## src/rtl/pso_pkg.sv

```systemverilog
`default_nettype none
package pso_pkg;

  localparam int COORD_BITS = 24;
  localparam int WIDTH_BITS = 16;
  localparam int UNIT_BITS  = 16;
  localparam int VEC_BITS   = COORD_BITS + 1;
  localparam int MAG_BITS   = 31;
  localparam int SQ_BITS    = 64;
  localparam int LEN_BITS   = 32;
  localparam int ROOT_STEPS = SQ_BITS / 2;
  localparam int NUM_BITS   = MAG_BITS + UNIT_BITS;
  localparam int PROD_BITS  = WIDTH_BITS + UNIT_BITS;
  localparam int OFF_BITS   = PROD_BITS - UNIT_BITS + 1;

  localparam logic [UNIT_BITS-1:0] UNIT_MAX = {1'b0, {(UNIT_BITS-1){1'b1}}};

  typedef enum logic [2:0] {
    JOB_SINGLE = 3'b001,
    JOB_FIRST  = 3'b010,
    JOB_INNER  = 3'b100
  } pso_job_e;

  typedef struct packed {
    logic signed [COORD_BITS-1:0] point_x;
    logic signed [COORD_BITS-1:0] point_y;
    logic signed [COORD_BITS-1:0] point_z;
    logic [WIDTH_BITS-1:0]        stroke_width;
    logic                         end_of_line;
  } pso_in_t;

  typedef struct packed {
    logic signed [COORD_BITS-1:0] left_x;
    logic signed [COORD_BITS-1:0] left_y;
    logic signed [COORD_BITS-1:0] right_x;
    logic signed [COORD_BITS-1:0] right_y;
    logic signed [COORD_BITS-1:0] border_z;
    logic                         dropped;
    logic                         line_done;
  } pso_out_t;

  typedef struct packed {
    pso_job_e                     kind;
    logic                         eol;
    logic signed [COORD_BITS-1:0] px;
    logic signed [COORD_BITS-1:0] py;
    logic signed [COORD_BITS-1:0] pz;
    logic [WIDTH_BITS-1:0]        pw;
    logic signed [COORD_BITS-1:0] hx;
    logic signed [COORD_BITS-1:0] hy;
    logic signed [COORD_BITS-1:0] hz;
    logic [WIDTH_BITS-1:0]        hw;
    logic signed [VEC_BITS-1:0]   dx;
    logic signed [VEC_BITS-1:0]   dy;
    logic signed [VEC_BITS-1:0]   dz;
  } pso_job_t;

  function automatic logic signed [COORD_BITS-1:0] sat_coord(
      input logic signed [COORD_BITS:0] v);
    logic signed [COORD_BITS-1:0] r;
    if (v[COORD_BITS] != v[COORD_BITS-1]) begin
      r = v[COORD_BITS] ? {1'b1, {(COORD_BITS-1){1'b0}}} : {1'b0, {(COORD_BITS-1){1'b1}}};
    end else begin
      r = v[COORD_BITS-1:0];
    end
    return r;
  endfunction

endpackage
`default_nettype wire

```

## src/rtl/pso_unit.sv

```systemverilog
`default_nettype none
module pso_unit import pso_pkg::*; (
  input  wire logic                  clk_i,
  input  wire logic                  rst_ni,
  input  wire logic                  start_i,
  input  wire logic signed [VEC_BITS-1:0] vec_i [3],
  output logic                       done_o,
  output logic signed [UNIT_BITS-1:0] res_o [3]
);

  typedef enum logic [4:0] {
    U_IDLE = 5'b00001,
    U_SQ   = 5'b00010,
    U_ROOT = 5'b00100,
    U_LOAD = 5'b01000,
    U_DIV  = 5'b10000
  } state_e;

  state_e                      state_q, state_d;
  logic [MAG_BITS-1:0]         mag_q [3];
  logic [MAG_BITS-1:0]         mag_d [3];
  logic                        neg_q [3];
  logic                        neg_d [3];
  logic [SQ_BITS-1:0]          acc_q, acc_d, n_q, n_d, r_q, r_d;
  logic [4:0]                  cnt_q, cnt_d;
  logic [1:0]                  comp_q, comp_d;
  logic [LEN_BITS-1:0]         rem_q, rem_d;
  logic [UNIT_BITS-1:0]        dq_q, dq_d;
  logic signed [UNIT_BITS-1:0] res_q [3];
  logic signed [UNIT_BITS-1:0] res_d [3];
  logic                        done_q, done_d;

  logic [VEC_BITS-1:0]         abs_v [3];
  logic [VEC_BITS-1:0]         mx;
  logic [5:0]                  sh;
  logic [MAG_BITS-1:0]         msel;
  logic [2*MAG_BITS-1:0]       prod;
  logic [SQ_BITS-1:0]          sum_next, rbit, trial;
  logic [LEN_BITS-1:0]         len;
  logic [NUM_BITS-1:0]         num;
  logic [LEN_BITS:0]           dtry;
  logic [UNIT_BITS-1:0]        qv;

  assign done_o = done_q;
  assign res_o  = res_q;
  assign msel   = mag_q[comp_q];
  assign prod   = msel * msel;
  assign len    = r_q[LEN_BITS-1:0];

  always_comb begin
    mx = '0;
    for (int i = 0; i < 3; i++) begin
      abs_v[i] = vec_i[i][VEC_BITS-1] ? VEC_BITS'(-vec_i[i]) : VEC_BITS'(vec_i[i]);
      if (abs_v[i] > mx) begin
        mx = abs_v[i];
      end
    end
    sh = '0;
    for (int k = VEC_BITS; k >= 0; k--) begin
      if ((SQ_BITS'(mx) >> k) < SQ_BITS'(64'h8000_0000)) begin
        sh = 6'(k);
      end
    end
  end

  always_comb begin
    state_d  = state_q;
    mag_d    = mag_q;
    neg_d    = neg_q;
    acc_d    = acc_q;
    n_d      = n_q;
    r_d      = r_q;
    cnt_d    = cnt_q;
    comp_d   = comp_q;
    rem_d    = rem_q;
    dq_d     = dq_q;
    res_d    = res_q;
    done_d   = 1'b0;
    sum_next = acc_q + SQ_BITS'(prod);
    rbit     = SQ_BITS'(1) << {cnt_q, 1'b0};
    trial    = r_q + rbit;
    num      = {msel, {(UNIT_BITS-1){1'b0}}} + NUM_BITS'(len >> 1);
    dtry     = {rem_q, dq_q[UNIT_BITS-1]};
    qv       = '0;
    unique case (state_q)
      U_IDLE: begin
        if (start_i) begin
          for (int i = 0; i < 3; i++) begin
            neg_d[i] = vec_i[i][VEC_BITS-1];
            mag_d[i] = MAG_BITS'(SQ_BITS'(abs_v[i]) >> sh);
          end
          acc_d   = '0;
          comp_d  = '0;
          state_d = U_SQ;
        end
      end
      U_SQ: begin
        acc_d = sum_next;
        if (comp_q == 2'd2) begin
          n_d     = sum_next;
          r_d     = '0;
          cnt_d   = 5'(ROOT_STEPS - 1);
          state_d = U_ROOT;
        end else begin
          comp_d = comp_q + 1'b1;
        end
      end
      U_ROOT: begin
        if (n_q >= trial) begin
          n_d = n_q - trial;
          r_d = (r_q >> 1) + rbit;
        end else begin
          r_d = r_q >> 1;
        end
        cnt_d = cnt_q - 1'b1;
        if (cnt_q == '0) begin
          comp_d = '0;
          if (acc_q == '0) begin
            for (int i = 0; i < 3; i++) begin
              res_d[i] = '0;
            end
            done_d  = 1'b1;
            state_d = U_IDLE;
          end else begin
            state_d = U_LOAD;
          end
        end
      end
      U_LOAD: begin
        rem_d   = LEN_BITS'(num >> UNIT_BITS);
        dq_d    = num[UNIT_BITS-1:0];
        cnt_d   = 5'(UNIT_BITS - 1);
        state_d = U_DIV;
      end
      U_DIV: begin
        if (dtry >= {1'b0, len}) begin
          rem_d = LEN_BITS'(dtry - {1'b0, len});
          dq_d  = {dq_q[UNIT_BITS-2:0], 1'b1};
        end else begin
          rem_d = dtry[LEN_BITS-1:0];
          dq_d  = {dq_q[UNIT_BITS-2:0], 1'b0};
        end
        cnt_d = cnt_q - 1'b1;
        if (cnt_q == '0) begin
          qv = (dq_d > UNIT_MAX) ? UNIT_MAX : dq_d;
          res_d[comp_q] = neg_q[comp_q] ? -$signed(qv) : $signed(qv);
          if (comp_q == 2'd2) begin
            done_d  = 1'b1;
            state_d = U_IDLE;
          end else begin
            comp_d  = comp_q + 1'b1;
            state_d = U_LOAD;
          end
        end
      end
      default: state_d = U_IDLE;
    endcase
  end

  always_ff @(posedge clk_i or negedge rst_ni) begin
    if (!rst_ni) begin
      state_q <= U_IDLE;
      done_q  <= 1'b0;
    end else begin
      state_q <= state_d;
      done_q  <= done_d;
    end
  end

  always_ff @(posedge clk_i) begin
    mag_q  <= mag_d;
    neg_q  <= neg_d;
    acc_q  <= acc_d;
    n_q    <= n_d;
    r_q    <= r_d;
    cnt_q  <= cnt_d;
    comp_q <= comp_d;
    rem_q  <= rem_d;
    dq_q   <= dq_d;
    res_q  <= res_d;
  end

endmodule
`default_nettype wire

```

## config.mk

```make
export PLATFORM = sky130hd
export DESIGN_NAME = pso_unit
export DESIGN_NICKNAME = d
export VERILOG_FILES = /design/src/rtl/pso_pkg.sv /design/src/rtl/pso_unit.sv
export SDC_FILE = /design/constraint.sdc
export NUM_CORES = 2
export LEC_CHECK = 0
export BUFFER_PORTS_ARGS = -buffer_cell sky130_fd_sc_hd__buf_2
export CORE_ASPECT_RATIO = 2
export CORE_UTILIZATION = 50
export CTS_CLUSTER_SIZE = 14
export DETAILED_ROUTE_END_ITERATION = 6
export PLACE_DENSITY = 0.78
export SYNTH_ARGS = -nofsm -noshare
export SYNTH_HDL_FRONTEND = slang
export SYNTH_SLANG_ARGS = --single-unit
```

## constraint.sdc

```tcl
create_clock -name clk_i -period 13.3 [get_ports clk_i]
set_clock_uncertainty 0.05 [all_clocks]
set_input_delay 0 -clock clk_i [delete_from_list [all_inputs] [get_ports clk_i]]
set_output_delay 0 -clock clk_i [all_outputs]
set_load 0.1 [all_outputs]
```

== Word level (Yosys, flattened, before mapping) ==
Index checks and enable logic that the tools add are counted.

* Add/sub/neg operators: 12
* Multiply operators: 1
* $lt $le $gt $ge: 33
* Eq/ne operators: 12
* Shifts and indexed selects: 4
* Mux-type cells: 78
* Bitwise operators: 1
* Reductions and logical operators: 18

{| class="wikitable"
|+ Operators by type and width
! cell !! number
|-
| 64-bit case mux with 2 select lines || 3
|-
| 64-bit two-way mux || 5
|-
| 25-bit two-way mux || 6
|-
| 48-bit two-way mux || 3
|-
| 5-bit two-way mux || 21
|-
| 48-bit case mux with 2 select lines || 1
|-
| 25-bit by 6-bit right shift with 31-bit output || 3
|-
| 25-bit negation || 3
|-
| 63-bit by 64-bit adder with 64-bit output || 1
|-
| 64-bit by 62-bit adder with 64-bit output || 1
|-
| 64-bit adder || 1
|-
| 64-bit >= comparator || 1
|-
| 64-bit zero test || 1
|-
| 16-bit two-way mux || 4
|-
| 32-bit case mux with 2 select lines || 1
|-
| 1-bit by 6-bit left shift with 64-bit output, first input constant || 1
|-
| 64-bit subtractor || 1
|-
| 31-bit binary-select mux with 2-bit select || 1
|-
| 31-bit by 31-bit multiplier with 62-bit output || 1
|-
| 31-bit two-way mux || 2
|-
| 25-bit > comparator || 2
|-
| 48-bit bitwise mux || 1
|-
| 46-bit by 31-bit adder with 47-bit output || 1
|-
| 4-bit two-way mux || 10
|-
| 61 further kinds || 84
|}

* Flip-flop bits (word level): 397

== Logic depth before layout (Yosys ltp) ==
* Word-level depth: 35
* Depth in mapped cells: 37

== Worst setup path after synthesis ==
Ideal clock, no wire load.

* Kind: register to register
* Start point: register comp_q[1]
* End point: register n_q[56] (data pin)
* Arrival time: 9,266 ps
* Required time: 13,098 ps
* Slack: 3,832 ps
* Cell stages (with the launch flop): 36
* Buffers on the path: 4
* Clock period less this slack: 9,468 ps
* Cells stage by stage: edfxtp_1 buf_2 buf_1 buf_2 mux2i_1 nor2_1 a21oi_1 clkbuf_1 nor2_1 fa_1 inv_1 fa_1 inv_1 fa_1 inv_1 fa_1 inv_1 fa_1 inv_1 fa_1 inv_1 fa_1 inv_1 fa_1 inv_1 ha_1 nand3_2 nor3_2 nand2_1 o221a_1 o21ai_2 a41oi_2 o41ai_4 a21oi_1 or3_1 a31oi_1

* Cells in the longest elaborated chain, start to end: 8

{| class="wikitable"
|+ Ends and longest elaborated chain
! what !! RTL line !! text
|-
| start, declared || pso_unit.sv:26 || <nowiki>logic [1:0] comp_q, comp_d;</nowiki>
|-
| start signal, assigned || pso_unit.sv:177 || <nowiki>comp_q <= comp_d;</nowiki>
|-
| 2-bit inverter with 3-bit output (not written as such) || pso_unit.sv:46 || <nowiki>assign msel = mag_q[comp_q];</nowiki>
|-
| 31-bit binary-select mux with 2-bit select || pso_unit.sv:46 ||
|-
| 31-bit two-way mux (not written as such) (2 in a row) || pso_unit.sv:46 ||
|-
| 31-bit by 31-bit multiplier with 62-bit output || pso_unit.sv:47 || <nowiki>assign prod = msel * msel;</nowiki>
|-
| 64-bit by 62-bit adder with 64-bit output || pso_unit.sv:79 || <nowiki>sum_next = acc_q + SQ_BITS'(prod);</nowiki>
|-
| 64-bit two-way mux || pso_unit.sv:99 || <nowiki>if (comp_q == 2'd2) begin</nowiki>
|-
| 64-bit case mux with 2 select lines || pso_unit.sv:85 || <nowiki>unique case (state_q)</nowiki>
|-
| named net n_d[56] || pso_unit.sv:24 || <nowiki>logic [SQ_BITS-1:0] acc_q, acc_d, n_q, n_d, r_q, r_d;</nowiki>
|-
| end signal, assigned || pso_unit.sv:174 || <nowiki>n_q <= n_d;</nowiki>
|-
| end, declared || pso_unit.sv:24 ||
|}

The timed path passes the listed nets, and every way through them passes these cells. The select of a mux whose other input is x is not followed.
A chain may end at the register's enable or synchronous reset.

== Worst setup path after layout ==
* Start point: register comp_q[0]
* End point: register n_q[34] (data pin)

The elaborated chain is that of the path after synthesis.

==> flow_summary.yaml <==
setup_path:
  critPathMaxFanout: 28
  crit_start: "comp_q[0]"
  setup.worst_path.class: "reg2reg"
  timing.rr.end: "n_q[34]"
  r2r-start: "comp_q[0]"
  start_kind: "flop"
  reg2reg_slack_ns: 1.79
  crit_arrival_ns: 11.83
  cp_slowest_stage_delay_ns: 0.86
  crit_top_cell: "inv_1"
  ff2ff_path_depth: 32
  worstPathRequired_ns: 13.62
  cpMaxStageDelayCell: "edfxtp_1"
  end_kind: "flop"
detailed_routing:
  drtIter0Drc: 3373
  firstDrtPassIters: 7
  drc: 4
  wl_per_cell_microns: 26.3
  vias_per_cell: 6.05
  num_vias: 42600
  drt_wl_total_microns: 185000
  final_antenna_net_count: 0
die:
  start_util: 0.506
  die_width_microns: 224
  die_area_sq_um: 99900
  die_y_microns: 446
  rows: 162
  io_pins: 127
  coreArea_sq_um: 97500
job:
  cap_violations: 0
synth:
  synthArstFlopShare: 0.0158
  synth.top_cell.area_share: 0.227
  synth_compound_area_frac: 0.143
  synth_edf_count: 373
  yosys_most_used_dff: "edfxtp_1"
  synthXorXnorAreaFrac: 0.0645
  ys_warn_count: 0
  synthTopCellsByArea: "edfxtp_1 23%, fa_1 21%, ha_1 11%, inv_1 6.7%, nor2_1 4.5%"
  synthAdderAreaFrac: 0.326
  synth_mux_area_frac: 0.0155
  yosys-top-cells-count: "884 x inv_1, 589 x nor2_1, 520 x fa_1, 504 x nand2_1, 452 x ha_1"
  synth_area_sq_um: 49300
  avgSynthCellArea_sq_um: 8.96
  synth_nets: 6553
  synth_cell_types: 99
  ys_seq_area_frac: 0.230
  ys_seq_elements: 379
  synth_top_area_cell: "edfxtp_1"
  yosysMostFrequentCell: "inv_1"
  synth_top_family_by_area: "adder cells"
  syn_inst: 5503
  yosys.area_share.simple: 0.139
final_layout:
  area_growth_pct: 10.3
  layout.nets: 6743
  drive_gt1_frac: 0.0618
clocking:
  postCtsSetupBuffers: 0
  clk_latency_ns: 0.69
  cts_tree: "done"
  clk_pin_slew_worst_paths_ns: 0.07
  max-clock-path-buffers: 3
  ctsHtreeMaxLevel: 2
  cts-root-buf: "clkbuf_16"
  cts_made_buffers: 42
  clkSinkCount: 379
  cts_resized: 0
  postCtsHoldBufs: 136
grt:
  grt_pass1_wl_microns: 275000
  grt_max_degree: 79
  grt.overflow.total: 0
  grt_usage: 0.379
  grt_pass1_vias: 45100
  antenna_found_initial: 8
place:
  post-dp-hpwl_microns: 144000
  port_buffers: 126
  finalWeightedCongestion: 1.15
sta:
  fmax_mhz: 86.8
  fin_tns_setup_ns: 0
  min_period_ns: 11.51
  finalSetupViolCount: 0
  tightest_slew_ns: 1.34
  rsz0062_at_grt: "no"
  relSlewSlack: 0.103
  report.final.hold_viol_count: 0
  slew_violations: 0
  period_share: 0.866
hold_path:
  hp-class: "in2reg"
  whs_path_depth: 2
  hold_end: "mag_q[0]"
  hold_path_startpoint: "vec_i[0]"
run_status:
  status: "finished with violations"
  violations: "DRC"
logic make-up (layout without fill, tap and decap cells):
group                      Yosys count  after routing
AOI/OAI and AO/OA                 1101           1101
other                                0              3
and+or+nand+nor                   1541           1541
adders and majority gates          972            972
DFF                                379            379
xor gates and xnor gates           363            363
muxes                               76             76
buffers and inverters             1071           1295
through the flow:
| step | utilization | cells | hold WS [ns] | cell area [sq um] | worst slack, ns |
|---|---|---|---|---|---|
| floorplan | - | 5503 | -0.346 | 49300 | 3.83 |
| CTS | 0.558 | 7039 | 0.0562 | 54400 | 2.05 |
| global placement | 0.528 | 6825 | -0.212 | 51500 | 2.30 |
| detailed placement | 0.528 | 6825 | -0.211 | 51500 | 2.11 |
| finish | 0.558 | 7042 | 0.0717 | 54400 | 1.79 |
| global route | 0.558 | 7040 | 0.0733 | 54400 | 1.36 |
routing by layer:
| layer | up-vias | part of all wire | track usage |
|---|---|---|---|
| li1 | 18800 | - | - |
| met1 | 20700 | 0.29 | 0.342 |
| met2 | 2094 | 0.52 | 0.691 |
| met3 | 939 | 0.066 | 0.0702 |
| met4 | 10 | 0.12 | 0.378 |
| met5 | - | 0.00037 | 0 |
placed cells by master, fill, tap and decap left out, types with 41 or more instances in the layout:
master / count
a211oi_1: 75
nand2_1: 500
edfxtp_1: 373
xor2_1: 123
mux2i_1: 74
nand2b_1: 41
a31oi_1: 67
nor3_1: 70
clkbuf_16: 42
fa_1: 520
o21bai_1: 58
inv_1: 883
dlygate4sd3_1: 136
buf_4: 62
buf_2: 126
ha_1: 452
o21ai_0: 241
o31ai_1: 41
nand3_1: 74
a21oi_1: 302
nor2_1: 586
a21o_1: 98
xnor2_1: 239
registers in the layout, indices dropped and copies added (netlist names):
name and cells:
r_q 64, done_o 1, dq_q 16, cnt_q 5
comp_q 2, acc_q 64, mag_q 75, rem_q 32
state_q 5, res_o 48, neg_q 3, n_q 64
layout make-up:
cell class / instances / area, sq um
Clock buffer: 46 / 1070
Fill cell: 8657 / 43100
Sequential cell: 379 / 11400
Inverter: 893 / 3350
Antenna cell: 3 / 7.51
Tap cell: 1312 / 1640
Timing Repair Buffer: 324 / 2460
Clock inverter: 32 / 488
Multi-Input combinational cell: 4053 / 34000
how the worst max path moves through the flow:
stage | end | slack [ns]
after floorplan | n_q[56] | 3.83
after global placement | acc_q[36] | 2.30
after detailed placement | n_q[36] | 2.11
after CTS | n_q[36] | 2.05
after global routing | n_q[36] | 1.36
final | n_q[34] | 1.79
worst max-delay path, delay by kind of cell, from the launching register on:
family | cells | cell delay (ns)
XOR/XNOR | 1 | 0.83
AO/OA/AOI/OAI | 6 | 2.10
adder cells (fa/ha/maj) | 9 | 4.08
buffers and inverters | 11 | 1.77
multiplexers | 1 | 0.19
AND/OR/NAND/NOR | 4 | 1.28
flip-flops | 1 | 0.86
Power is left out: the tool's default activity adds up to more than one toggle a clock period on the data nets, which glitch-free logic cannot reach.
