$ cat src/rtl/pso_pkg.sv
`default_nettype none
package pso_pkg;

  localparam int COORD_BITS = 24;
  localparam int WIDTH_BITS = 16;
  localparam int UNIT_BITS  = 16;
  localparam int VEC_BITS   = COORD_BITS + 1;
  localparam int MAG_BITS   = 31;
  localparam int SQ_BITS    = 64;
  localparam int LEN_BITS   = 32;
  localparam int ROOT_STEPS = SQ_BITS / 2;
  localparam int NUM_BITS   = MAG_BITS + UNIT_BITS;
  localparam int PROD_BITS  = WIDTH_BITS + UNIT_BITS;
  localparam int OFF_BITS   = PROD_BITS - UNIT_BITS + 1;

  localparam logic [UNIT_BITS-1:0] UNIT_MAX = {1'b0, {(UNIT_BITS-1){1'b1}}};

  typedef enum logic [2:0] {
    JOB_SINGLE = 3'b001,
    JOB_FIRST  = 3'b010,
    JOB_INNER  = 3'b100
  } pso_job_e;

  typedef struct packed {
    logic signed [COORD_BITS-1:0] point_x;
    logic signed [COORD_BITS-1:0] point_y;
    logic signed [COORD_BITS-1:0] point_z;
    logic [WIDTH_BITS-1:0]        stroke_width;
    logic                         end_of_line;
  } pso_in_t;

  typedef struct packed {
    logic signed [COORD_BITS-1:0] left_x;
    logic signed [COORD_BITS-1:0] left_y;
    logic signed [COORD_BITS-1:0] right_x;
    logic signed [COORD_BITS-1:0] right_y;
    logic signed [COORD_BITS-1:0] border_z;
    logic                         dropped;
    logic                         line_done;
  } pso_out_t;

  typedef struct packed {
    pso_job_e                     kind;
    logic                         eol;
    logic signed [COORD_BITS-1:0] px;
    logic signed [COORD_BITS-1:0] py;
    logic signed [COORD_BITS-1:0] pz;
    logic [WIDTH_BITS-1:0]        pw;
    logic signed [COORD_BITS-1:0] hx;
    logic signed [COORD_BITS-1:0] hy;
    logic signed [COORD_BITS-1:0] hz;
    logic [WIDTH_BITS-1:0]        hw;
    logic signed [VEC_BITS-1:0]   dx;
    logic signed [VEC_BITS-1:0]   dy;
    logic signed [VEC_BITS-1:0]   dz;
  } pso_job_t;

  function automatic logic signed [COORD_BITS-1:0] sat_coord(
      input logic signed [COORD_BITS:0] v);
    logic signed [COORD_BITS-1:0] r;
    if (v[COORD_BITS] != v[COORD_BITS-1]) begin
      r = v[COORD_BITS] ? {1'b1, {(COORD_BITS-1){1'b0}}} : {1'b0, {(COORD_BITS-1){1'b1}}};
    end else begin
      r = v[COORD_BITS-1:0];
    end
    return r;
  endfunction

endpackage
`default_nettype wire

$ cat src/rtl/pso_back.sv
`default_nettype none
module pso_back import pso_pkg::*; (
  input  wire logic                   clk_i,
  input  wire logic                   rst_ni,
  input  wire logic                   job_empty_i,
  input  wire pso_job_t               job_i,
  output logic                        job_pop_o,
  input  wire logic                   res_full_i,
  output logic                        res_push_o,
  output pso_out_t                    res_o,
  output logic                        unit_start_o,
  output logic signed [VEC_BITS-1:0]  unit_vec_o [3],
  input  wire logic                   unit_done_i,
  input  wire logic signed [UNIT_BITS-1:0] unit_res_i [3]
);

  typedef enum logic [4:0] {
    B_IDLE = 5'b00001,
    B_FWD  = 5'b00010,
    B_TAN  = 5'b00100,
    B_MUL  = 5'b01000,
    B_EMIT = 5'b10000
  } state_e;

  state_e                      state_q, state_d;
  pso_job_t                    job_q, job_d;
  logic signed [UNIT_BITS-1:0] fwd_q [3];
  logic signed [UNIT_BITS-1:0] fwd_d [3];
  logic signed [UNIT_BITS-1:0] bsu_q [3];
  logic signed [UNIT_BITS-1:0] bsu_d [3];
  logic signed [UNIT_BITS-1:0] tan_q [3];
  logic signed [UNIT_BITS-1:0] tan_d [3];
  logic                        cur_q, cur_d;
  logic [PROD_BITS-1:0]        px_q, py_q;
  logic                        negx_q, negy_q, drop_q;

  logic [WIDTH_BITS-1:0]        wsel;
  logic [UNIT_BITS-1:0]         atx, aty;
  logic signed [COORD_BITS-1:0] vx, vy, vz;
  logic [OFF_BITS-1:0]          ox_m, oy_m;
  logic signed [COORD_BITS:0]   ox, oy;

  always_comb begin
    for (int i = 0; i < 3; i++) begin
      unit_vec_o[i] = VEC_BITS'(unit_res_i[i]) + VEC_BITS'(bsu_q[i]);
    end
    if (state_q == B_IDLE) begin
      unit_vec_o[0] = job_i.dx;
      unit_vec_o[1] = job_i.dy;
      unit_vec_o[2] = job_i.dz;
    end
  end

  assign wsel = cur_q ? job_q.pw : job_q.hw;
  assign atx  = tan_q[0][UNIT_BITS-1] ? UNIT_BITS'(-tan_q[0]) : UNIT_BITS'(tan_q[0]);
  assign aty  = tan_q[1][UNIT_BITS-1] ? UNIT_BITS'(-tan_q[1]) : UNIT_BITS'(tan_q[1]);
  assign vx   = cur_q ? job_q.px : job_q.hx;
  assign vy   = cur_q ? job_q.py : job_q.hy;
  assign vz   = cur_q ? job_q.pz : job_q.hz;

  always_comb begin
    ox_m = OFF_BITS'((px_q + PROD_BITS'(UNIT_MAX) + 1'b1) >> UNIT_BITS);
    oy_m = OFF_BITS'((py_q + PROD_BITS'(UNIT_MAX) + 1'b1) >> UNIT_BITS);
    ox   = negx_q ? -(COORD_BITS+1)'(ox_m) : (COORD_BITS+1)'(ox_m);
    oy   = negy_q ? -(COORD_BITS+1)'(oy_m) : (COORD_BITS+1)'(oy_m);
    if (drop_q) begin
      ox = '0;
      oy = '0;
    end
    res_o.left_x    = sat_coord((COORD_BITS+1)'(vx) - oy);
    res_o.left_y    = sat_coord((COORD_BITS+1)'(vy) + ox);
    res_o.right_x   = sat_coord((COORD_BITS+1)'(vx) + oy);
    res_o.right_y   = sat_coord((COORD_BITS+1)'(vy) - ox);
    res_o.border_z  = vz;
    res_o.dropped   = drop_q;
    res_o.line_done = cur_q;
  end

  assign res_push_o = (state_q == B_EMIT) && !res_full_i;

  always_comb begin
    state_d      = state_q;
    job_d        = job_q;
    fwd_d        = fwd_q;
    bsu_d        = bsu_q;
    tan_d        = tan_q;
    cur_d        = cur_q;
    job_pop_o    = 1'b0;
    unit_start_o = 1'b0;
    unique case (state_q)
      B_IDLE: begin
        if (!job_empty_i) begin
          job_pop_o = 1'b1;
          job_d     = job_i;
          if (job_i.kind == JOB_SINGLE) begin
            for (int i = 0; i < 3; i++) begin
              tan_d[i] = '0;
            end
            cur_d   = 1'b1;
            state_d = B_MUL;
          end else begin
            unit_start_o = 1'b1;
            state_d      = B_FWD;
          end
        end
      end
      B_FWD: begin
        if (unit_done_i) begin
          fwd_d = unit_res_i;
          bsu_d = unit_res_i;
          cur_d = 1'b0;
          if (job_q.kind == JOB_INNER) begin
            unit_start_o = 1'b1;
            state_d      = B_TAN;
          end else begin
            tan_d   = unit_res_i;
            state_d = B_MUL;
          end
        end
      end
      B_TAN: begin
        if (unit_done_i) begin
          tan_d   = unit_res_i;
          state_d = B_MUL;
        end
      end
      B_MUL: state_d = B_EMIT;
      B_EMIT: begin
        if (!res_full_i) begin
          if (!cur_q && job_q.eol) begin
            cur_d   = 1'b1;
            tan_d   = fwd_q;
            state_d = B_MUL;
          end else begin
            state_d = B_IDLE;
          end
        end
      end
      default: state_d = B_IDLE;
    endcase
  end

  always_ff @(posedge clk_i or negedge rst_ni) begin
    if (!rst_ni) begin
      state_q <= B_IDLE;
    end else begin
      state_q <= state_d;
    end
  end

  always_ff @(posedge clk_i) begin
    job_q  <= job_d;
    fwd_q  <= fwd_d;
    bsu_q  <= bsu_d;
    tan_q  <= tan_d;
    cur_q  <= cur_d;
    px_q   <= wsel * atx;
    py_q   <= wsel * aty;
    negx_q <= tan_q[0][UNIT_BITS-1];
    negy_q <= tan_q[1][UNIT_BITS-1];
    drop_q <= (tan_q[0] == '0) && (tan_q[1] == '0) && (tan_q[2] == '0);
  end

endmodule
`default_nettype wire

$ cat config.mk
export PLATFORM = sky130hd
export DESIGN_NAME = pso_back
export DESIGN_NICKNAME = d
export VERILOG_FILES = /design/src/rtl/pso_pkg.sv /design/src/rtl/pso_back.sv
export SDC_FILE = /design/constraint.sdc
export NUM_CORES = 2
export LEC_CHECK = 0
export ABC_AREA = 1
export BUFFER_PORTS_ARGS = -buffer_cell sky130_fd_sc_hd__buf_2
export CAP_MARGIN = 5
export CORE_MARGIN = 5
export CORE_UTILIZATION = 25
export DETAILED_ROUTE_END_ITERATION = 6
export REMOVE_ABC_BUFFERS = 1
export SLEW_MARGIN = 20
export SYNTH_ARGS = -nofsm -noshare
export SYNTH_HDL_FRONTEND = slang
export SYNTH_SLANG_ARGS = --single-unit
$ cat constraint.sdc
create_clock -name clk_i -period 15.9 [get_ports clk_i]
set_input_delay 3.18 -clock clk_i [delete_from_list [all_inputs] [get_ports clk_i]]
set_output_delay 3.18 -clock clk_i [all_outputs]
set_load 0.03 [all_outputs]
* After elaboration in Yosys (flattened, before gate mapping)
Index checks and enable logic that the tools add are counted.
** Word-level totals
- RAM bits :: 0
- Output and inout port bits :: 200
- Latch bits :: 0
- Flip-flop bits (word level) :: 349
- Memory bits (read-only) :: 0
- Memories :: 0
** Cells by class
- Equal/unequal tests :: 18
- Multiplexer cells :: 48
- $add $sub $neg :: 15
- Order comparisons :: 0
- Reductions and logical operators :: 16
- Divide/modulo/power cells :: 0
- Bitwise gates (word level) :: 1
- Multiply operators :: 2
- Shifts and indexed selects :: 0
** Operators by type and width (count)
- 2-to-1 mux 48 bit :: 7
- 2-to-1 mux 24 bit :: 11
- one-hot mux 48 bit (4 select lines) :: 1
- 2-to-1 mux 25 bit :: 4
- 2-to-1 mux 75 bit :: 1
- adder 32 x 1 -> 32 bit, second input constant :: 2
- adder 32 x 15 -> 32 bit, second input constant :: 2
- multiplier 16 x 16 -> 32 bit :: 2
- adder 16 x 16 -> 17 bit :: 3
- adder 24 x 25 -> 25 bit :: 2
- negation 16 -> 25 bit :: 2
- subtractor 24 x 25 -> 25 bit :: 2
- logical NOT 16 bit :: 3
- 2-to-1 mux 16 bit :: 3
- negation 16 bit :: 2
- one-hot mux 5 bit (5 select lines) :: 1
- 2-to-1 mux 5 bit :: 4
- 2-to-1 mux 4 bit :: 3
- 2-to-1 mux 1 bit :: 11
- != test 2 bit, second input constant :: 5
- AND reduction 8 bit :: 1
- AND reduction 6 bit :: 1
- equality test 5 x 1 -> 1 bit, second input constant :: 1
- equality test 5 x 2 -> 1 bit, second input constant :: 1
- 16 further kinds :: 25

* Longest topological paths before layout
- Word-level depth :: 8
- Mapped depth :: 36

* Worst setup path before layout
Ideal clock, no wire load.
- Kind :: input to output
- From :: in job_empty_i
- To :: out job_pop_o
- Stages on the path :: 1
- Slack :: 1771 ps
- Data arrival time :: 10949 ps
- Path through :: nor2_1
** On the way
- Longest elaborated chain between the ends :: 2
** RTL lines
- start: declaration :: line pso_back.sv:5 : input wire logic job_empty_i,
- 2-to-1 mux 1 bit :: line pso_back.sv:92 : if (!job_empty_i) begin
- 2-to-1 mux 1 bit :: line pso_back.sv:90 : unique case (state_q)
- end: declaration :: line pso_back.sv:7 : output logic job_pop_o,
Every way passes these cells.

==> results <==
- Summing all non-filler instances in the final layout gives an area of 0.0454 mm2.
- In this run the cell area measured after placement is 0.0440 mm2.
- Once layout is complete, the utilization of the core stands at 29.1%.
- The max-slew violation total from the final report is 0.
- Global routing consumed, over all layers together, 15.6% of the routing resources.
- The worst path in the final design needs a cycle of 8970 ps, including I/O delays and setup.
- The initial utilization of the core area, before any placement, comes to 25.1%.
- The most used flip-flop cell after synthesis is sky130_fd_sc_hd__edfxtp_1.
- In the post-synthesis netlist, the biggest area contributors are sky130_fd_sc_hd__edfxtp_1 21%, sky130_fd_sc_hd__fa_1 20%, sky130_fd_sc_hd__ha_1 11%.
- The number of inserted filler cells in the final layout is 16.8k.
- The number of warnings issued by yosys is 0.
- In this run, synthesis inferred 277 flip-flops with an integrated enable.
- The setup path with the least slack is of type register to output port.
- The TritonCTS clock tree is built.
- The share of Yosys cell area claimed by the top area cell type is 21.2%.
- Of the available clock period, the critical path in the final layout requires 56.4%.
- The wire-length estimate of the detail-placed layout is 106 mm.
- The initial antenna violation count is 20.
- The wire length per cell is 17.6 um.
- Synthesis produced 4895 cells.
- The synthesized netlist devotes 3.35% of its cell area to XOR and XNOR gates.
- The total of endpoints with negative setup slack in the final report is 0.
- At the worst endpoint, the required time is 12720 ps.
- For this run the aggregate overflow at the end of global routing stands at 0.
- The worst-case setup margin in the final layout is 6930 ps.
- In this run the post-CTS setup repair buffer count came out at 0.
- The clock reaches the later pin of the worst-skew pair after 630 ps.
- The first-pass iteration count of the detailed router is 6.
- The arrival time at the worst endpoint is 5790 ps.
- From left edge to right edge, the die measures 406 um.
- CTS placed an instance of sky130_fd_sc_hd__clkbuf_16 at the clock tree root.
- The worst slack at placement is 6990 ps.
- The die height is 406 um.
- The simple-gate portion of the synthesized area is 21.4%.
- The synthesized-area fraction occupied by ao, oa, aoi and oai cells is 8.90%.
- Between clock sinks in the finished design, the worst skew comes to 39.9 ps.
- The pin slew with the least headroom to its limit is 1030 ps.
- No sink is reached through more buffers than the 3 on the longest clock path.
- Setup repair after global routing left no endpoint under its margin.
- The path class of the lowest-slack min-delay path is register to register.
- In this run the core area contains 145 standard-cell rows.
- The peak fanout along the critical path is 76.
- STA classifies the critical path endpoint as an output port.
- At the end of routability-driven placement, the weighted congestion stood at 0.938.
- The hold violation total from the final report is 0.
- 508 I/O pins were placed.
- The first-pass GRT wire length is 202 mm.
- The via count of the first global-routing pass is 35.9k.
- Once the clock tree was built, the resizer swapped 0 gates to a different size.
- The depth of the CTS H-tree is 2.
- The startpoint type of the worst setup path is a register.
- The clock drives 319 sinks.
- Adding up every negative setup slack in the final design gives 0 ps.
- Dividing the synthesized area by the synthesized cell count gives 8.01 um2.
- The most area-hungry cell type in the Yosys netlist is sky130_fd_sc_hd__edfxtp_1.
- The mapped netlist covers 0.0392 mm2.
- The sequential-to-total area share from yosys stat is 23.4%.
- The pin count of the biggest net entering global routing is 143.
- The clock-pin slew reported for the worst setup and hold paths after clock tree synthesis is 60 ps.
- In the final layout, flip-flops and latches occupy 0.00919 mm2.
- The number of buffers created by CTS is 41.
- The floorplan step defined a die boundary enclosing 0.165 mm2.
- The portion of synthesized area spent on multiplexers is 1.93%.
- Of all flip-flops after synthesis, the portion carrying an async set or reset was 1.57%.
- In this run, post-CTS hold repair placed 0 buffers.
- The final antenna-violating net count is 0.
- The multi-input combinational cell area is 0.0263 mm2.
- For this block, the via count after detailed routing is 34.3k.
- The max capacitance violation total is 0.
- The achievable clock frequency is 112 MHz.
- The first routing iteration left 2459 violations.
- The floorplan step defined a core boundary enclosing 0.156 mm2.
- The worst pin sits at a relative slew slack of 31.3%.
- The fraction of layout cells with a size suffix above 1 is 14.5%.
- The detailed-route DRC error count is 0.
- The count of buffers added on input and output ports is 507.
- The flow ran to the end, and the final reports show no timing, DRC or antenna violations.
- The wire length after detailed routing is 130 mm.
- The adder and majority gate portion of the synthesized area is 31.3%.
- The dominant combinational cell family by area after synthesis is adder cells.
- The worst register-to-register path has a setup slack of 7420 ps.
- The number of distinct standard cells referenced by the synthesized netlist is 62.
- In the routed layout, each cell is associated on average with a via count of 4.61.
- In this run, synthesis produced a sequential element count of 319.
- For this run, the post-layout net count is 6381.
- Relative to the synthesized area, the layout overhead comes to 15.9%.
-- flip-flops by register name (all words and copies together), names as in the netlist --
signal   count
job_q      180
bsu_q       48
tan_q       48
px_q        17
py_q        17
state_q      5
cur_q        1
drop_q       1
negx_q       1
negy_q       1
-- worst max-delay path, stage by stage (launching register included) --
cell	delay (ps)
sky130_fd_sc_hd__edfxtp_1	730
sky130_fd_sc_hd__buf_4	490
sky130_fd_sc_hd__buf_12	370
sky130_fd_sc_hd__mux2_2	440
sky130_fd_sc_hd__ha_1	480
sky130_fd_sc_hd__inv_1	100
sky130_fd_sc_hd__o21ai_0	160
sky130_fd_sc_hd__a21oi_1	60
sky130_fd_sc_hd__buf_4	160
sky130_fd_sc_hd__o21ai_0	420
sky130_fd_sc_hd__nand3_1	180
sky130_fd_sc_hd__nand3_1	120
sky130_fd_sc_hd__nand2_1	100
sky130_fd_sc_hd__nand2_1	100
sky130_fd_sc_hd__nand3_2	450
sky130_fd_sc_hd__nand3_1	320
sky130_fd_sc_hd__nand2_1	80
sky130_fd_sc_hd__buf_2	200
-- path summary, 6_finish.rpt --
kind | startpoint | end | cells after the start
min in group asynchronous | rst_ni | state_q[1]$_DFFE_PN0P_ | 1
max in group asynchronous | rst_ni | state_q[0]$_DFFE_PN1P_ | 1
hold / removal | state_q[0]$_DFFE_PN1P_ | state_q[0]$_DFFE_PN1P_ | 2
setup / recovery | cur_q$_DFFE_PP_ | res_o[47] | 17
hold reg to reg | state_q[0]$_DFFE_PN1P_ | state_q[0]$_DFFE_PN1P_ | 2
setup reg to reg | tan_q[16]$_DFFE_PP_ | py_q[31]$_DFF_P_ | 27
-- Yosys cell counts, types with 67 or more instances --
cell and count:
sky130_fd_sc_hd__nor2_1 537, sky130_fd_sc_hd__fa_1 393, sky130_fd_sc_hd__ha_1 352, sky130_fd_sc_hd__xor2_1 107
sky130_fd_sc_hd__nand3_1 134, sky130_fd_sc_hd__inv_1 820, sky130_fd_sc_hd__mux2_2 67, sky130_fd_sc_hd__nand2_1 1140
sky130_fd_sc_hd__clkbuf_1 122, sky130_fd_sc_hd__a21oi_1 241, sky130_fd_sc_hd__edfxtp_1 277, sky130_fd_sc_hd__o21ai_0 210
-- per-stage QoR --
step | cells | hold WS [ps]
after global routing | 7417 | 542
after CTS | 7415 | 524
after detailed placement | 7343 | 515
final | 7427 | 523
after floorplan | 4742 | 482
after global placement | 7343 | 512
-- final cells by class --
type                            count  share of cell area [%]
Antenna cell                       12                  0.0661
Clock inverter                     17                   0.554
Inverter                          836                    6.91
Clock buffer                       55                    2.47
Sequential cell                   319                    20.2
Tap cell                         2058                    5.67
Timing Repair Buffer              543                    6.23
Multi-Input combinational cell   3587                    57.9
-- logic make-up (layout without fill, tap and decap cells) --
| group | count (synthesis) | in the layout |
|---|---|---|
| buffers and inverters | 989 | 1451 |
| other | 0 | 12 |
| AND/OR/NAND/NOR | 2014 | 2014 |
| multiplexers | 67 | 67 |
| flip-flops | 319 | 319 |
| XOR/XNOR | 149 | 149 |
| AO/OA/AOI/OAI | 612 | 612 |
| adder cells (fa/ha/maj) | 745 | 745 |
-- layer usage --
layer | wire, um | part of all wire [%] | global-route usage [%]
met1 | 54900 | 42 | 19.6
met4 | 4090 | 3.1 | 4.69
met3 | 10100 | 7.7 | 3.47
met5 | 82 | 0.063 | 0
met2 | 61400 | 47 | 26.8
-- layout by cell type (no fill, tap or decap), types with 9 or more instances in the layout --
cell type and count:
sky130_fd_sc_hd__a31oi_1 12, sky130_fd_sc_hd__fa_1 393, sky130_fd_sc_hd__nor4_1 15, sky130_fd_sc_hd__clkbuf_16 41, sky130_fd_sc_hd__a21oi_1 241, sky130_fd_sc_hd__buf_2 507
sky130_fd_sc_hd__edfxtp_1 277, sky130_fd_sc_hd__nand4_1 29, sky130_fd_sc_hd__dfxtp_1 37, sky130_fd_sc_hd__or2_2 14, sky130_fd_sc_hd__xnor2_1 41, sky130_fd_sc_hd__xor2_1 107
sky130_fd_sc_hd__a211oi_1 9, sky130_fd_sc_hd__nor3_1 50, sky130_fd_sc_hd__o21bai_1 28, sky130_fd_sc_hd__nor2_1 534, sky130_fd_sc_hd__o21ai_1 11, sky130_fd_sc_hd__clkinv_1 15
sky130_fd_sc_hd__nand2_2 35, sky130_fd_sc_hd__nand3_1 134, sky130_fd_sc_hd__ha_1 352, sky130_fd_sc_hd__o21ai_0 203, sky130_fd_sc_hd__nand2_1 1140, sky130_fd_sc_hd__buf_4 34
sky130_fd_sc_hd__a22o_1 45, sky130_fd_sc_hd__nor2_2 9, sky130_fd_sc_hd__diode_2 12, sky130_fd_sc_hd__o21a_1 10, sky130_fd_sc_hd__a21o_1 15, sky130_fd_sc_hd__inv_1 820
sky130_fd_sc_hd__mux2_2 67, sky130_fd_sc_hd__nand3b_1 11
Power is left out: the tool's default activity adds up to more than one toggle a clock period on the data nets, which glitch-free logic cannot reach.
