File: src/rtl/pso_fifo.sv
`default_nettype none
module pso_fifo #(
  parameter type T     = logic,
  parameter int  DEPTH = 2
) (
  input  wire logic clk_i,
  input  wire logic rst_ni,
  input  wire logic push_i,
  input  wire T     data_i,
  output logic      full_o,
  input  wire logic pop_i,
  output T          data_o,
  output logic      empty_o
);

  localparam int AW = $clog2(DEPTH);
  localparam int CW = $clog2(DEPTH + 1);

  T                mem_q [DEPTH];
  logic [AW-1:0]   wr_q, wr_d, rd_q, rd_d;
  logic [CW-1:0]   cnt_q, cnt_d;
  logic            do_push, do_pop;

  assign full_o  = (cnt_q == CW'(DEPTH));
  assign empty_o = (cnt_q == '0);
  assign do_push = push_i && !full_o;
  assign do_pop  = pop_i && !empty_o;
  assign data_o  = mem_q[rd_q];

  always_comb begin
    wr_d  = wr_q;
    rd_d  = rd_q;
    cnt_d = cnt_q;
    if (do_push) begin
      wr_d = (wr_q == AW'(DEPTH - 1)) ? '0 : wr_q + 1'b1;
    end
    if (do_pop) begin
      rd_d = (rd_q == AW'(DEPTH - 1)) ? '0 : rd_q + 1'b1;
    end
    if (do_push && !do_pop) begin
      cnt_d = cnt_q + 1'b1;
    end else if (do_pop && !do_push) begin
      cnt_d = cnt_q - 1'b1;
    end
  end

  always_ff @(posedge clk_i or negedge rst_ni) begin
    if (!rst_ni) begin
      wr_q  <= '0;
      rd_q  <= '0;
      cnt_q <= '0;
    end else begin
      wr_q  <= wr_d;
      rd_q  <= rd_d;
      cnt_q <= cnt_d;
    end
  end

  always_ff @(posedge clk_i) begin
    if (do_push) begin
      mem_q[wr_q] <= data_i;
    end
  end

endmodule
`default_nettype wire

File: config.mk
export PLATFORM = sky130hd
export DESIGN_NAME = pso_fifo
export DESIGN_NICKNAME = d
export VERILOG_FILES = /design/src/rtl/pso_fifo.sv
export SDC_FILE = /design/constraint.sdc
export NUM_CORES = 1
export LEC_CHECK = 0
export ABC_AREA = 1
export BUFFER_PORTS_ARGS = -buffer_cell sky130_fd_sc_hd__buf_2
export CORE_AREA = 2 2 39 41
export DETAILED_ROUTE_END_ITERATION = 10
export DIE_AREA = 0 0 41 43
export MAX_ROUTING_LAYER = met4
export PLACE_DENSITY = 0.52
export SLEW_MARGIN = 20
export SYNTH_ARGS = -nofsm -noshare
export SYNTH_HDL_FRONTEND = slang
export SYNTH_SLANG_ARGS = --single-unit
File: constraint.sdc
create_clock -name clk_i -period 3.9 [get_ports clk_i]
set_input_delay 0.585 -clock clk_i [delete_from_list [all_inputs] [get_ports clk_i]]
set_output_delay 0.585 -clock clk_i [all_outputs]
set_load 0.01 [all_outputs]
Yosys cells after proc, flatten, opt, wreduce, memory -nomap -nowiden
Memory sizes are Yosys's and may differ from the RTL's.
Cells that the tools add are included.

word-level totals
  memories kept = 1
  RAM bits = 2
  logic and storage cells = 25
  register bits = 4
  input port bits = 5

memory list
  memory  words  width  rd ports  clocked after memory_dff  wr ports  line  text
  mem_q   2      1      1         0                         1         19    T mem_q [DEPTH];

cells by class
  add/subtract/negate cells = 4
  mux-type cells = 6
  reductions and logical operators = 10
  equality and inequality tests = 1

operators by type and width
  kind                   count
  $logic_and A1 B1 Y1    4
  $logic_not A1 Y1       4
  $mux W1                4
  $mux W2                2
  $add A1 B1 Y1 const B  2
  $add A2 B1 Y2 const B  1
  $eq A2 B2 Y1 const B   1
  $logic_not A2 Y1       1
  $reduce_bool A2 Y1     1
  $sub A2 B1 Y2 const B  1

Longest topological paths before layout
Gate-level depths: netlist of the first run.

  word-level depth = 7
  mapped depth = 9
  mapped depth without buffers = 9

Worst setup path after synthesis of the first run
Ideal clock, no wire load.

  path kind = input port to flip-flop
  start point = input port pop_i
  end point = register cnt_q[1]
  arrival = 1.223 ns
  slack = 2.560 ns
  buffers on the path = 0
  cell stages on the path = 6
  setup time = 0.117 ns
  path through = o21ai_0 ha_1 inv_1 nand3_1 nand2_1 nand2_1

between the ends
  longest elaborated chain between the ends = 4
  elaborated cells on any way between the ends = 6
  classes of those cells = mux: 1; reduce/logical: 5

ends and longest elaborated chain
  item                                                  line  text
  start: declaration                                    11    input wire logic pop_i,
  $logic_and A1 B1 Y1 (*)                               27    assign do_pop = pop_i && !empty_o;
  $logic_not A1 Y1                                      40    if (do_push && !do_pop) begin
  $logic_and A1 B1 Y1                                   40
  $mux W2 / $reduce_bool A2 Y1 (equally long branches)  -
  end signal: assignment                                55    cnt_q <= cnt_d;
  end: declaration                                      21    logic [CW-1:0] cnt_q, cnt_d;

Mark *: on every way between the ends. The rest lies on a longest branch, timed or not.
A chain may end at the register's enable or synchronous reset.

Final worst setup path of the first run
  start point = register cnt_q[0]
  end point = output port full_o

between the ends
  longest elaborated chain between the ends = 1

ends and longest elaborated chain
  item              line  text
  $eq A2 B2 Y1      24    assign full_o = (cnt_q == CW'(DEPTH));
  end: declaration  10    output logic full_o,

Every way passes these cells.

==> results.md, run 1 <==
- Final ANT Viol Nets: 0
- Sw Share: 0.3827
- Final HPWL DP: 422.9 um
- R2R Setup Slk: 2520 ps
- Worst Setup Start Kind: flop
- Distinct cells, synth: 12
- Vias in the first global route: 234
- Clock period minus worst slack: 1581 ps
- Ys flop type: dfrtp_1
- Setup Skew: 4.833 ps
- Seq pwr share: 0.392
- CP Class: flop to primary output
- Placer Congestion: 0.6473
- EDFF count, synth: 2
- Seq/Total Area, Yosys: 0.5246
- # rows: 14
- CTS Buf Count: 3
- CTS Root Cell: clkbuf_4
- Most frequent cell after synthesis: nand2_1
- F_max: 632.5 MHz
- Final max-slew violation count: 0
- Slowest stage cell, crit path: dfrtp_1
- Top cells by area, synth: dfrtp_1 33%, edfxtp_1 20%, nand2_1 15%, inv_1 9.8%, ha_1 4.1%
- Grt ovf: 0
- Top-area cell type share of the netlist area: 0.3279
- Setup repair bufs after CTS: 0
- Ratio of cells with drive above 1 in the final layout: 0.2500
- Finished Core Util: 0.2794
- R2R depth: 6
- Final Cell Area: 386.6 sq um
- WP data required: 3310 ps
- Routed vias: 259
- Sw power: 0.1137 mW
- Synth warn: 0
- Crit path cell chain: nor2_2 > buf_2
- Gate power share: 0.404
- Largest net degree at the start of global routing: 8
- Clk Latency, worst-skew pair: 240 ps
- Htree depth: 1
- Die width: 41 um
- Post-Syn Nets: 43
- Post-CTS resize count: 0
- Max IR drop VDD: 0.2174 mV
- Clock sink count: 6
- # setup viols final: 0
- Period utilisation layout: 0.4054
- Reg2reg start: cnt_q[0]
- Core Area: 1384 sq um
- Commonest cells post-synth: 12 x nand2_1, 8 x inv_1, 4 x dfrtp_1
- Placed cell count: 60
- Critical path capture point type: primary output
- CTS tree: built
- Fin. Hold Viols: 0
- Internal: 0.1834 mW
- Hold_buf cts: 0
- Status: finished, final reports clean
- Synth area leader: dfrtp_1
- Unrepaired setup endpoints after global routing: no
- Number of synthesized register bits: 6
- Async set or reset register ratio after synthesis: 0.6667
- Input/output buffers: 7
- PD cells: 768.6 nW/um^2
- CP max FO: 7
- Clk slew on worst S/H paths: 50 ps
- Post-synthesis cell count: 37
- Synthesized area per cell: 8.251 sq um
- Syn Std Cell Area: 305.3 sq um
- DRT Pass-1 Iters: 1
- Diode count: 0
- Slew margin rel.: 0.8257
- Clk network pwr share: 0.205
- IO Count: 8
- Non-Filler Instances: 64
- Final nets: 55
- Die Y: 43 um
- CP peak stage delay: 450 ps
- Worst Tran Pin Value: 258.7 ps
- 1st-iter DRT viols: 0
- Critical Path Start: cnt_q[0]
- Via density: 4.047
- CTS max path bufs: 2
- Initial antenna violation count: 0
- Area Growth Syn to Fin: 26.64%
- Starting Density: 0.2206
- Pleak: 0.2122 nW
- Final wirelength: 505 um
- # DRC: 0
- Gr usage total: 0.07764
- Routed len/inst: 7.891 um
- First-pass GRT wire length: 821 um
- CP Data Arrival Time: 1000 ps
- Maxcap violations: 0
- Worst hold path class: primary input to async pin
- Dpl cell area: 360.3 sq um
- Final TNS setup: 0 ps
- Full die area: 1763 sq um
placed cells by master (no fill, tap or decap), drive strengths merged:
cell type	count
dfrtp	4
o21ai	2
nand3	1
nand3b	1
buf	7
xnor2	1
ha	1
nand4	1
inv	8
clkbuf	4
nor2	4
nand2	12
edfxtp	2
cell families (layout without fill, tap and decap cells):
group           count (synthesis)  count (layout)  synth area share
simple gates                   19              19            0.2746
buf+inv                         8              19           0.09836
flops                           6               6            0.5246
compound gates                  2               2           0.03279
fa+ha+maj                       1               1           0.04098
xor+xnor                        1               1           0.02869
worst max-delay path: cells and delay by family (launching register included):
| kind | cells | cell delay [ps] |
|---|---|---|
| flops | 1 | 450 |
| simple gates | 1 | 160 |
| buf+inv | 1 | 140 |
sequential cells by signal, indices dropped and copies added (netlist names):
name,flops
wr_q,1
mem_q,2
cnt_q,2
rd_q,1
stage by stage:
| step | hold slack, ps | total power [mW] | worst slack (ps) |
|---|---|---|---|
| 2_1_floorplan | 289.4 | 0.2043 | 2560 |
| 3_3_place_gp | 398.1 | 0.2383 | 2389 |
| 3_5_place_dp | 395.9 | 0.2404 | 2394 |
| 4_1_cts | 129.3 | 0.3051 | 2297 |
| 5_1_grt | 123.9 | 0.3305 | 2241 |
| 6_report | 137.8 | 0.2971 | 2319 |
final timing paths:
check | endpoint
max | full_o
min | rd_q
max reg2reg | cnt_q[1]
min reg2reg | wr_q
max in group asynchronous | wr_q
min in group clk_i | wr_q
power by group through the flow:
stage / combinational [mW] / sequential (mW) / clock, mW
2_1_floorplan: 0.0924 / 0.112 / 0
3_3_place_gp: 0.120 / 0.118 / 0
3_5_place_dp: 0.122 / 0.118 / 0
4_1_cts: 0.123 / 0.117 / 0.0648
5_1_grt: 0.139 / 0.122 / 0.0695
6_report: 0.120 / 0.116 / 0.0608
metal layers:
metal	wire length, um	global-route usage	part of all wire	up-vias
li1	-	-	-	139
met1	219	0.08197	0.43	112
met2	249	0.1000	0.49	8
met3	36	0.01571	0.071	0
met4	0	0.1000	0	0
met5	0	-	0	-
layout make-up:
| cell class | instances | area, sq um |
|---|---|---|
| Fill cell | 156 | 997.2 |
| Sequential cell | 6 | 160.2 |
| Multi-Input combinational cell | 23 | 115.1 |
| Timing Repair Buffer | 7 | 35.03 |
| Inverter | 8 | 30.03 |
| Clock buffer | 4 | 26.28 |
| Tap cell | 16 | 20.02 |
Note: power is estimated with default switching activity, not from simulation.
==> run 2: changes to the inputs <==
--- a/config.mk
+++ b/config.mk
@@ -11,7 +11,7 @@
 export DETAILED_ROUTE_END_ITERATION = 10
 export DIE_AREA = 0 0 41 43
 export MAX_ROUTING_LAYER = met4
-export PLACE_DENSITY = 0.52
+export PLACE_DENSITY = 0.54
 export SLEW_MARGIN = 20
 export SYNTH_ARGS = -nofsm -noshare
 export SYNTH_HDL_FRONTEND = slang
==> constraint.sdc (replaced) <==
create_clock -name clk_i -period 1.45 [get_ports clk_i]
set_input_delay 0.2175 -clock clk_i [delete_from_list [all_inputs] [get_ports clk_i]]
set_output_delay 0.2175 -clock clk_i [all_outputs]
set_load 0.01 [all_outputs]
==> results.md, run 2 (synthesis results as in run 1) <==
- CTS Buf Count: 3
- Placer Congestion: 0.7222
- F_max: 752.9 MHz
- Unrepaired setup endpoints after global routing: no
- Worst Setup Start Kind: flop
- Die Y: 43 um
- First-pass GRT wire length: 945 um
- CTS max path bufs: 2
- WP data required: 1590 ps
- CTS Root Cell: clkbuf_4
- Setup Skew: 1.739 ps
- IO Count: 8
- Core Area: 1384 sq um
- CP max FO: 5
- Starting Density: 0.2206
- Clk Latency, worst-skew pair: 250 ps
- CP Data Arrival Time: 1470 ps
- CP peak stage delay: 440 ps
- Htree depth: 1
- # DRC: 0
- Gr usage total: 0.09751
- Area Growth Syn to Fin: 31.15%
- Initial antenna violation count: 0
- Most common cell after layout, fill and taps aside: nand2_1
- Final TNS setup: 0 ps
- Max IR drop VDD: 0.5922 mV
- Setup repair bufs after CTS: 0
- Clock period minus worst slack: 1328 ps
- Grt ovf: 0
- DRT Pass-1 Iters: 2
- Routed len/inst: 8.631 um
- # setup viols final: 0
- Diode count: 0
- Overall Power: 0.8235 mW
- Clk slew on worst S/H paths: 50 ps
- Regs by FF count: cnt_q x2, mem_q x2
- Worst hold path class: primary input to flop
- Via density: 3.892
- # rows: 14
- Status: finished, final reports clean
- Most frequent cells in the layout: 12 x nand2_1, 8 x inv_1, 7 x buf_2
- Clock sink count: 6
- Slowest stage cell, crit path: dfrtp_1
- Period utilisation layout: 0.9160
- Crit path cell chain: nor2_2 > nor2_2 > ha_1 > inv_1 > nand3_1 > nand2_1 > nand2_1
- Routed vias: 253
- Worst Tran Pin Value: 215.3 ps
- R2R Setup Slk: 120 ps
- Final ANT Viol Nets: 0
- Final wirelength: 561 um
- Die width: 41 um
- Final max-slew violation count: 0
- CP Class: flop to flop
- Final nets: 57
- 1st-iter DRT viols: 4
- Input/output buffers: 7
- Final HPWL DP: 425.8 um
- Fin. Hold Viols: 0
- Full die area: 1763 sq um
- Largest net degree at the start of global routing: 6
- Vias in the first global route: 228
- Ratio of cells with drive above 1 in the final layout: 0.2653
- Slew margin rel.: 0.8564
- Maxcap violations: 0
- Pleak: 0.2200 nW
- CTS tree: built
- PD cells: 2057 nW/um^2
- Critical path capture point type: flop
[run 2: cell types whose count changed in the layout (fill, tap and decap cells not counted)]
cell,change
o21ai_1,+1
buf_4,+1
clkbuf_1,-1
dlygate4sd3_1,+1
o21ai_0,-1
[run 2: area by class of cell]
class	count	area (sq um)
flip-flops and latches	6	160.2
clock buffers	3	22.52
inverters	8	30.03
repair buffers	9	52.55
multi-input cells	23	115.1
well taps	16	20.02
fillers	147	983.4
[run 2: what timing repair did]
action,CTS,global route
endpoints found under the hold margin,4,0
hold buffers,1,0
resized for setup,0,1
setup endpoints to repair,0,1
[run 2: final timing paths]
check,start,to,cells after the start
setup / recovery,cnt_q[0],cnt_q[1],7
hold / removal,data_i,mem_q[1],1
setup reg to reg,cnt_q[0],cnt_q[1],7
hold reg to reg,wr_q,wr_q,2
max in group asynchronous,rst_ni,wr_q,2
min in group asynchronous,rst_ni,cnt_q[1],2
[run 2: report_power, final]
group | total (mW) | internal (mW) | switching, mW
registers | 0.309 | 0.251 | 0.0586
clock network | 0.159 | 0.0939 | 0.0653
logic | 0.355 | 0.158 | 0.197
total | 0.823 | 0.502 | 0.321
[run 2: worst max-delay path, delay by kind of cell, from the launching register on]
| kind | cells | cell delay, ps |
|---|---|---|
| fa+ha+maj | 1 | 290 |
| buf+inv | 1 | 80 |
| flops | 1 | 440 |
| simple gates | 5 | 400 |
[run 2: per-layer routing]
metal | track usage | up-vias | share of wire
met1 | 0.09241 | 104 | 0.46
met2 | 0.1125 | 8 | 0.40
met4 | 0.1000 | 0 | 0.059
met3 | 0.07853 | 5 | 0.082
li1 | - | 136 | -
met5 | - | - | 0
[run 2: per-stage QoR]
stage               instance area, sq um  hold slack [ps]    util  worst slack, ps  cells
floorplan                          305.3           -78.09       -            139.2     37
global placement                   367.9            31.82  0.2658            91.89     61
detailed placement                 367.9            34.02  0.2658            83.74     61
CTS                                400.4            150.3  0.2893            72.13     65
global route                       400.4            144.0  0.2893            13.52     65
finish                             400.4            155.6  0.2893            121.8     65
==> run 3: changes to the inputs <==
--- a/config.mk
+++ b/config.mk
@@ -5,13 +5,12 @@
 export SDC_FILE = /design/constraint.sdc
 export NUM_CORES = 1
 export LEC_CHECK = 0
-export ABC_AREA = 1
 export BUFFER_PORTS_ARGS = -buffer_cell sky130_fd_sc_hd__buf_2
 export CORE_AREA = 2 2 39 41
 export DETAILED_ROUTE_END_ITERATION = 10
 export DIE_AREA = 0 0 41 43
 export MAX_ROUTING_LAYER = met4
-export PLACE_DENSITY = 0.54
+export PLACE_DENSITY = 0.5
 export SLEW_MARGIN = 20
 export SYNTH_ARGS = -nofsm -noshare
 export SYNTH_HDL_FRONTEND = slang
==> results.md, run 3 <==
- CP Class: flop to primary output
- Maxcap violations: 0
- F_max: 756.8 MHz
- Htree depth: 1
- Core Area: 1384 sq um
- First-pass GRT wire length: 876 um
- Routed vias: 198
- Clock sink count: 6
- CP most frequent cell: buf_4
- Synthesized area per cell: 12.17 sq um
- Worst hold path class: primary input to flop
- Setup Skew: 3.980 ps
- Clk network pwr share: 0.199
- CP max FO: 3
- Final wirelength: 547 um
- IO Count: 8
- Vias in the first global route: 222
- CTS Buf Count: 3
- Critical path capture point type: primary output
- Unrepaired setup endpoints after global routing: no
- Async set or reset register ratio after synthesis: 0.6667
- Status: finished, final reports clean
- Clock period minus worst slack: 1321 ps
- Sw Share: 0.3372
- Initial antenna violation count: 0
- DRT Pass-1 Iters: 2
- Period utilisation layout: 0.9113
- PD cells: 2200 nW/um^2
- 1st-iter DRT viols: 2
- Number of synthesized register bits: 6
- Final Cell Area: 401.6 sq um
- Internal: 0.5857 mW
- Grt ovf: 0
- Synth warn: 0
- CP peak stage delay: 380 ps
- Gate power share: 0.439
- Synth area leader: dfrtp_1
- Post-synthesis cell count: 22
- # setup viols final: 0
- Largest net degree at the start of global routing: 5
- Diode count: 0
- Gr usage total: 0.08282
- Ys flop type: dfrtp_1
- Area Growth Syn to Fin: 50.00%
- Seq/Total Area, Yosys: 0.5981
- Starting Density: 0.1935
- Slowest stage cell, crit path: dfrtp_1
- Top cells by area, synth: dfrtp_1 37%, edfxtp_1 22%, xnor2_1 9.8%, xor2_1 6.5%, ha_1 4.7%
- Worst Tran Pin Value: 148.6 ps
- Regs by FF count: cnt_q x2, mem_q x2
- Syn Std Cell Area: 267.8 sq um
- Final nets: 45
- Distinct cells, synth: 12
- Die Y: 43 um
- Placed cell count: 47
- Placer Congestion: 0.6197
- CTS Root Cell: clkbuf_4
- Input/output buffers: 7
- # rows: 14
- EDFF count, synth: 2
- Via density: 3.667
- Most frequent cell after synthesis: dfrtp_1
- Die width: 41 um
- Non-Filler Instances: 54
- CP Data Arrival Time: 1100 ps
- Seq pwr share: 0.362
- Final max-slew violation count: 0
- Most frequent cells in the layout: 7 x buf_2, 4 x buf_4
- # DRC: 0
- Crit path cell chain: buf_4 > buf_4 > nor2_1 > buf_2
- Clk Latency, worst-skew pair: 250 ps
- Sw power: 0.2980 mW
- Worst Setup Start Kind: flop
- Top-area cell type share of the netlist area: 0.3738
- Routed len/inst: 10.13 um
- Clk slew on worst S/H paths: 50 ps
- Commonest cells post-synth: 4 x dfrtp_1, 3 x nor2_1, 3 x xnor2_1
- Final ANT Viol Nets: 0
- Dpl cell area: 337.8 sq um
- Most common cell after layout, fill and taps aside: buf_2
- WP data required: 1230 ps
- Finished Core Util: 0.2902
- Final HPWL DP: 395.6 um
- CTS tree: built
- Full die area: 1763 sq um
- Post-Syn Nets: 28
- Pleak: 0.1989 nW
- Max IR drop VDD: 0.6907 mV
- Slew margin rel.: 0.9009
- CTS max path bufs: 2
- Final TNS setup: 0 ps
- Fin. Hold Viols: 0
- Ratio of cells with drive above 1 in the final layout: 0.4737
run 3: timing repair:
action / CTS / global route
resized for setup: 0 / 3
setup endpoints to repair: 0 / 1
hold buffers: 1 / 0
setup buffers: 0 / 2
endpoints found under the hold margin: 4 / 0
run 3: final timing paths:
check,cells past startpoint,from,end,slack (ps)
worst max register to register,6,cnt_q[0],cnt_q[1],140
worst min-delay path,1,data_i,mem_q[0],160
worst min register to register,1,rd_q,rd_q,490
min in group asynchronous,2,rst_ni,cnt_q[1],310
worst max-delay path,4,cnt_q[0],empty_o,130
max in group asynchronous,2,rst_ni,cnt_q[1],1010
run 3: routing by layer:
layer	wire length, um	part of all wire	global-route usage	up-vias
met3	62	0.11	0.03665	0
met1	258	0.47	0.09836	87
li1	-	-	-	103
met4	0	0	0.08000	0
met5	0	0	-	-
met2	226	0.41	0.09688	8
run 3: cells by family after synthesis:
logic type                 Yosys count  synth area share
AOI/OAI and AO/OA                    1           0.01867
xor gates and xnor gates             5            0.1636
adders and majority gates            1           0.04672
buffers and inverters                2           0.02805
DFF                                  6            0.5982
muxes                                1           0.04205
and+or+nand+nor                      6            0.1028
run 3: final cells by class:
cell class                      count  area, sq um
Timing Repair Buffer               12        75.07
Clock buffer                        4        26.28
Fill cell                         156        982.2
Tap cell                           16        20.02
Multi-Input combinational cell     14        111.4
Sequential cell                     6        161.4
Inverter                            2        7.507
run 3: power groups by stage:
stage	Sequential (mW)	Combinational, mW	Clock (mW)
4_1_cts	0.311	0.335	0.185
5_1_grt	0.328	0.438	0.194
3_5_place_dp	0.313	0.330	0
6_report	0.320	0.388	0.176
3_3_place_gp	0.311	0.324	0
2_1_floorplan	0.309	0.215	0
run 3: stage by stage:
stage                     setup WS [ps]  hold WS [ps]  total power, mW
after CTS                         74.94         147.5           0.8309
after detailed placement          85.09         35.13           0.6437
final                             128.7         156.3           0.8837
after global placement            95.89         32.82           0.6349
after floorplan                   89.20        -78.09           0.5239
after global routing              30.44         149.3           0.9612
run 3: worst max-delay path: cells and delay by family (launching register included):
family / cells / cell delay (ps)
buffers and inverters: 3 / 410
DFF: 1 / 380
and+or+nand+nor: 1 / 70
